--- src/sce_pkg.sv ---
// ----------------------------------------------------------------------------
// sce_pkg
// shared constants for the sample covariance engine
// ----------------------------------------------------------------------------
package sce_pkg;

  localparam int unsigned ASSETS_MAX_DEF  = 4;
  localparam int unsigned SAMPLES_MAX_DEF = 256;
  localparam int unsigned VALUE_WIDTH_DEF = 24;

  localparam int unsigned ACC_W   = 64;
  localparam int unsigned CFG_W   = 9;
  localparam int unsigned NA_W    = 3;
  localparam int unsigned NS_W    = 9;

  localparam logic CFG_ASSET_CNT   = 1'b0;
  localparam logic CFG_NUM_SAMPLES = 1'b1;

  localparam logic [NA_W-1:0] ASSET_CNT_RST   = NA_W'(4);
  localparam logic [NS_W-1:0] NUM_SAMPLES_RST = NS_W'(256);

  localparam logic KIND_MEAN = 1'b0;
  localparam logic KIND_COV  = 1'b1;

endpackage

--- src/sce_div.sv ---
// ----------------------------------------------------------------------------
// sce_div
// signed 64-bit by unsigned divisor, one quotient bit per cycle, truncating
// ----------------------------------------------------------------------------
module sce_div #(
  parameter int unsigned DEN_W = 9
) (
  input  logic                      clk_i,
  input  logic                      rst_ni,
  input  logic                      start_i,
  input  logic [sce_pkg::ACC_W-1:0] num_i,
  input  logic [DEN_W-1:0]          den_i,
  output logic                      done_o,
  output logic [sce_pkg::ACC_W-1:0] quot_o
);

  localparam int unsigned CNT_W = $clog2(sce_pkg::ACC_W + 1);

  logic                      busy_q, busy_d;
  logic                      neg_q, neg_d;
  logic [CNT_W-1:0]          cnt_q, cnt_d;
  logic [DEN_W:0]            rem_q, rem_d;
  logic [sce_pkg::ACC_W-1:0] quo_q, quo_d;
  logic [DEN_W-1:0]          den_q, den_d;
  logic                      done_q, done_d;
  logic [DEN_W:0]            rem_sh;
  logic                      fits;

  assign rem_sh = {rem_q[DEN_W-1:0], quo_q[sce_pkg::ACC_W-1]};
  assign fits   = rem_sh >= {1'b0, den_q};

  always_comb begin
    busy_d = busy_q;
    neg_d  = neg_q;
    cnt_d  = cnt_q;
    rem_d  = rem_q;
    quo_d  = quo_q;
    den_d  = den_q;
    done_d = 1'b0;
    if (start_i) begin
      busy_d = 1'b1;
      neg_d  = num_i[sce_pkg::ACC_W-1];
      quo_d  = num_i[sce_pkg::ACC_W-1] ? (~num_i + 1'b1) : num_i;
      rem_d  = '0;
      den_d  = den_i;
      cnt_d  = '0;
    end else if (busy_q) begin
      rem_d = fits ? (rem_sh - {1'b0, den_q}) : rem_sh;
      quo_d = {quo_q[sce_pkg::ACC_W-2:0], fits};
      cnt_d = cnt_q + 1'b1;
      if (cnt_q == CNT_W'(sce_pkg::ACC_W - 1)) begin
        busy_d = 1'b0;
        done_d = 1'b1;
      end
    end
  end

  always_ff @(posedge clk_i or negedge rst_ni) begin
    if (!rst_ni) begin
      busy_q <= 1'b0;
      done_q <= 1'b0;
      cnt_q  <= '0;
    end else begin
      busy_q <= busy_d;
      done_q <= done_d;
      cnt_q  <= cnt_d;
    end
  end

  always_ff @(posedge clk_i) begin
    neg_q <= neg_d;
    rem_q <= rem_d;
    quo_q <= quo_d;
    den_q <= den_d;
  end

  assign done_o = done_q;
  assign quot_o = neg_q ? (~quo_q + 1'b1) : quo_q;

`ifndef SYNTH
  a_done_after_busy: assert property (@(posedge clk_i) disable iff (!rst_ni)
    done_q |-> $past(busy_q)) else $error("divider done without a running division");
`endif

endmodule

--- config.mk ---
export PLATFORM = sky130hd
export DESIGN_NAME = sce_div
export DESIGN_NICKNAME = d
export VERILOG_FILES = /design/src/sce_pkg.sv /design/src/sce_div.sv
export SDC_FILE = /design/constraint.sdc
export NUM_CORES = 1
export LEC_CHECK = 0
export ABC_AREA = 1
export ABC_CLOCK_PERIOD_IN_PS = 7150
export BUFFER_PORTS_ARGS = -buffer_cell sky130_fd_sc_hd__buf_2
export CORE_ASPECT_RATIO = 1.2
export CORE_UTILIZATION = 42
export DETAILED_ROUTE_END_ITERATION = 16
export SLEW_MARGIN = 20
export SYNTH_ARGS = -nofsm -noshare
export SYNTH_HDL_FRONTEND = slang
export SYNTH_SLANG_ARGS = --single-unit
--- constraint.sdc ---
create_clock -name clk_i -period 7.15 [get_ports clk_i]
set_input_delay 0.3575 -clock clk_i [delete_from_list [all_inputs] [get_ports clk_i]]
set_output_delay 0.3575 -clock clk_i [all_outputs]
set_load 0.03 [all_outputs]
Yosys cells after proc, flatten, opt, wreduce, memory -nomap -nowiden
Index checks and enable logic that the tools add are counted.
{"block": "word_totals", "regBits": 92, "input_bits": 76, "output_inout_bits": 65, "word_cells": 29}
{"block": "op_classes", "add_sub_neg": 4, "n_lt_le_gt_ge": 1, "n_eq_ne": 1, "n_mux": 13, "bitwise_logic": 2, "reduce_logical": 1}
{"operator": "64-bit 2-to-1 mux", "n": 4}
{"operator": "64-bit by 1-bit adder with 64-bit output (second input constant)", "n": 2}
{"operator": "64-bit inverter", "n": 2}
{"operator": "7-bit 2-to-1 mux", "n": 2}
{"operator": "10-bit by 9-bit >= comparator with 1-bit output", "n": 1}
{"operator": "9-bit 2-to-1 mux", "n": 1}
{"operator": "9-bit subtractor", "n": 1}
{"operator": "7-bit by 1-bit adder with 7-bit output (second input constant)", "n": 1}
{"operator": "7-bit by 6-bit equality test with 1-bit output (second input constant)", "n": 1}
{"operator": "1-bit 2-to-1 mux", "n": 6}
{"operator": "2-bit nonzero test", "n": 1}

Logic depth before layout (Yosys ltp)
{"block": "logic_depth", "depth_word": 4, "ltp_mapped": 13, "mapped_depth_nobuf": 13}

Least setup slack after synthesis
Ideal clock, no wire load.
{"block": "synth_timing", "path_type": "input -> register", "from": "input start_i", "to": "register quo_q[0] (netlist name), enable pin", "setup_ps": 418, "arrival_time_ps": 2138, "required_time_ps": 6732, "slack_ps": 4594, "stages": 4, "n_path_buf": 2, "path_cell_list": "clkbuf_1 -> nor2_1 -> clkbuf_1 -> inv_1"}
{"block": "synth_between", "elab_chain_cells": 1}
{"element": "start, declared", "line_no": "sce_div.sv:10", "source": "input logic start_i,"}
{"element": "2-bit nonzero test (no line)"}
{"element": "end signal, assigned", "line_no": "sce_div.sv:73", "source": "quo_q <= quo_d;"}
{"element": "end, declared", "line_no": "sce_div.sv:23", "source": "logic [sce_pkg::ACC_W-1:0] quo_q, quo_d;"}
No other way between the ends.
A chain may end at the register's enable or synchronous reset.

Final worst setup path
{"block": "layout_timing", "from": "register neg_q", "to": "output quot_o[32] (netlist name)"}
{"block": "layout_between", "elab_chain_cells": 1}
{"element": "start, declared", "line_no": "sce_div.sv:20", "source": "logic neg_q, neg_d;"}
{"element": "start signal, assigned", "line_no": "sce_div.sv:71", "source": "neg_q <= neg_d;"}
{"element": "64-bit 2-to-1 mux", "line_no": "sce_div.sv:78", "source": "assign quot_o = neg_q ? (~quo_q + 1'b1) : quo_q;"}
{"element": "end, declared", "line_no": "sce_div.sv:14", "source": "output logic [sce_pkg::ACC_W-1:0] quot_o"}
No other way between the ends.

==> flow_summary.ini <==
[floorplan]
start_util_pct = 42.8
core_sq_mm = 0.0202
die_height_um = 159
io_pins = 141
rows = 57
dieArea_sq_mm = 0.0211
die_x_um = 133

[layout]
layout.area.seq_sq_mm = 0.00263
final_cells = 1727
antenna_cells = 0
syn2layout_area_growth_pct = 14.1
num-fill-cells = 2167
multiInputGateArea_sq_mm = 0.00536
layout.nets = 1546
drive_gt1_share_pct = 16.3
design_area_sq_mm = 0.00985

[synthesis]
avgSynthCellArea_sq_um = 6.47
yosys.area_share.adder_pct = 1.97
synthArstFlopShare_pct = 9.78
synth.area.mux_share_pct = 0
synth_compound_area_share_pct = 7.80
synth_area_sq_mm = 0.00863
synth_edf_count = 74
synth_seq_cells = 92
ys_seq_area_share_pct = 30.4
synth_top_family_by_area = simple AND/OR/NAND/NOR gates
syn_inst = 1334
synth_ff_type = edfxtp_1
synth_cell_types = 44
yosysWarningCount = 0
syn_nets = 1423
synth-simple-area-share_pct = 44.3
synth_xor_area_share_pct = 8.01

[clock_network]
cts_max_level = 3
clk_pin_slew_ns = 0.07
cts_tree = built
cts_root_buf = clkbuf_16
cts.sinks = 92
cts.path.max_buffers = 2
post_cts_buffers = 0
clk_latency_ns = 0.35
numCtsBuffers = 9

[grt]
grt_use_total_pct = 26.4
grt_pass1_wl_um = 43400
grt_max_degree = 74
grt.overflow.total = 0
grt_pass1_vias = 8403
antenna_found_initial = 0

[timing]
setup_tns_ns = 0
max_slew_margin_pct = 42.3
timing.fmax_ghz = 0.343
finalCriticalPeriod_ns = 2.92
finalHoldViolations = 0
setup_viol_count_final = 0
holdWs_ns = 0.185
rsz0062_at_grt = false
clock_skew_ns = 0.00920
finalCritPeriodShare_pct = 40.8
slew_violations = 0
max_slew.worst_pin.slew_ns = 0.865

[power_and_ir_drop]
total_power_mw = 2.04
leakagePower_nw = 4.47
max-vdd-ir-drop_v = 0.000122
pwr_density_cell_mw_per_mm2 = 207

[drt]
drtPass1Iterations = 6
drt_iter0_drc = 541
via_count = 8779
routedWlPerCell_um = 16.0
viasPerCell = 5.08
wirelength_um = 27600
ant_nets = 0
drcViolationCount = 0

[place]
dp_cells = 1710
portBuffers = 140
gp_congestion = 0.941
place_hpwl_um = 22200
post_dp_cell_area_sq_mm = 0.00954

[setup_path]
worstPathMaxFanout = 57
critical_path_class = reg2out
crit_path_end_kind = output port
crit_required_ns = 6.79
critPathLaunchType = register
cp.arrival_ns = 2.56

[hold_path]
hold_path_class = in2reg

[run]
maxCapViolations = 0

[run_status]
status = finished, final reports clean
sequential cells by signal, indices dropped and copies added, names as in the netlist:
name and cells:
neg_q 1, cnt_q 7, den_q 9, done_o 1, rem_q 9, quo_q 64, busy_q 1
placed cells by master, fill, tap and decap left out, types with 11 or more instances in the layout:
master    synthesis  layout
a21oi_1          19      19
buf_2            13     139
edfxtp_1         74      74
ha_1             12      12
inv_1           115     114
inv_2            14      15
nand2_1         416     416
nand2_2          15      15
nand3_1         113     113
nand3b_1         16      16
nand4_1          33      33
nor2_1          218     218
nor2_2           20      20
nor2_4           11      11
o21ai_0          55      55
o21ai_1          32      32
xnor2_1          22      22
xor2_1           57      57
cell type report:
| type | instances | share of cell area [%] |
|---|---|---|
| repair buffers | 145 | 7.54 |
| flip-flops and latches | 92 | 26.7 |
| multi-input cells | 1079 | 54.4 |
| well taps | 265 | 3.36 |
| clock inverters | 6 | 0.724 |
| clock buffers | 10 | 2.32 |
| inverters | 130 | 4.95 |
synthesized netlist by cell type (all sizes together) (17+ instances only):
master,n,area [sq um]
xnor2,22,193
nand4,34,228
nand2,435,1710
nand3,120,636
edfxtp,74,2220
a21oi,21,120
clkbuf,17,63.8
inv,129,484
o21ai,92,494
xor2,57,499
nor2,249,1070
path summary, 6_finish.rpt:
kind | from | endpoint | depth (start not counted) | slack, ns
max | neg_q$_DFFE_PP_ | quot_o[32] | 5 | 4.23
min | den_i[2] | den_q[2]$_DFFE_PP_ | 1 | 0.18
max reg2reg | quo_q[63]$_DFFE_PP_ | quo_q[0]$_DFFE_PP_ | 11 | 4.60
min reg2reg | rem_q[8]$_SDFFE_PP0P_ | rem_q[8]$_SDFFE_PP0P_ | 2 | 0.48
max in group asynchronous | rst_ni | cnt_q[6]$_DFFE_PN0P_ | 2 | 6.58
min in group asynchronous | rst_ni | cnt_q[1]$_DFFE_PN0P_ | 2 | 0.39
repair_timing:
| action | CTS | global route |
|---|---|---|
| endpoints found under the hold margin | 9 | 0 |
| resized for setup | 0 | 0 |
| hold buffers | 1 | 0 |
critical path: stages (launching register included):
cell and delay [ns]:
edfxtp_1 0.32, buf_4 0.52, inv_1 0.56, o21ai_1 0.31, xor2_1 0.24, buf_2 0.25
power breakdown:
part,switching (mW),internal [mW],leakage (nW)
registers,0.0665,0.658,0.991
clock network,0.220,0.275,0.140
logic,0.559,0.263,3.34
metal layers:
layer / vias up / routed length, um / GRT usage (%)
met5: - / 0 / 0
met4: 0 / 850 / 9.72
met3: 44 / 981 / 1.75
met2: 220 / 13400 / 45.8
met1: 3962 / 12300 / 34.3
li1: 4553 / - / -
logic make-up after synthesis:
kind of cell               Yosys count
DFF                                 92
adders and majority gates           13
buffers and inverters              163
and+or+nand+nor                    866
xor gates and xnor gates            79
AOI/OAI and AO/OA                  121
through the flow:
stage	util (%)	setup WS, ns
6_report	48.8	4.23
3_3_place_gp	47.3	4.28
3_5_place_dp	47.3	4.27
5_1_grt	48.8	4.11
4_1_cts	48.8	4.23
2_1_floorplan	-	4.59
Power figures use the tool's default switching activity.
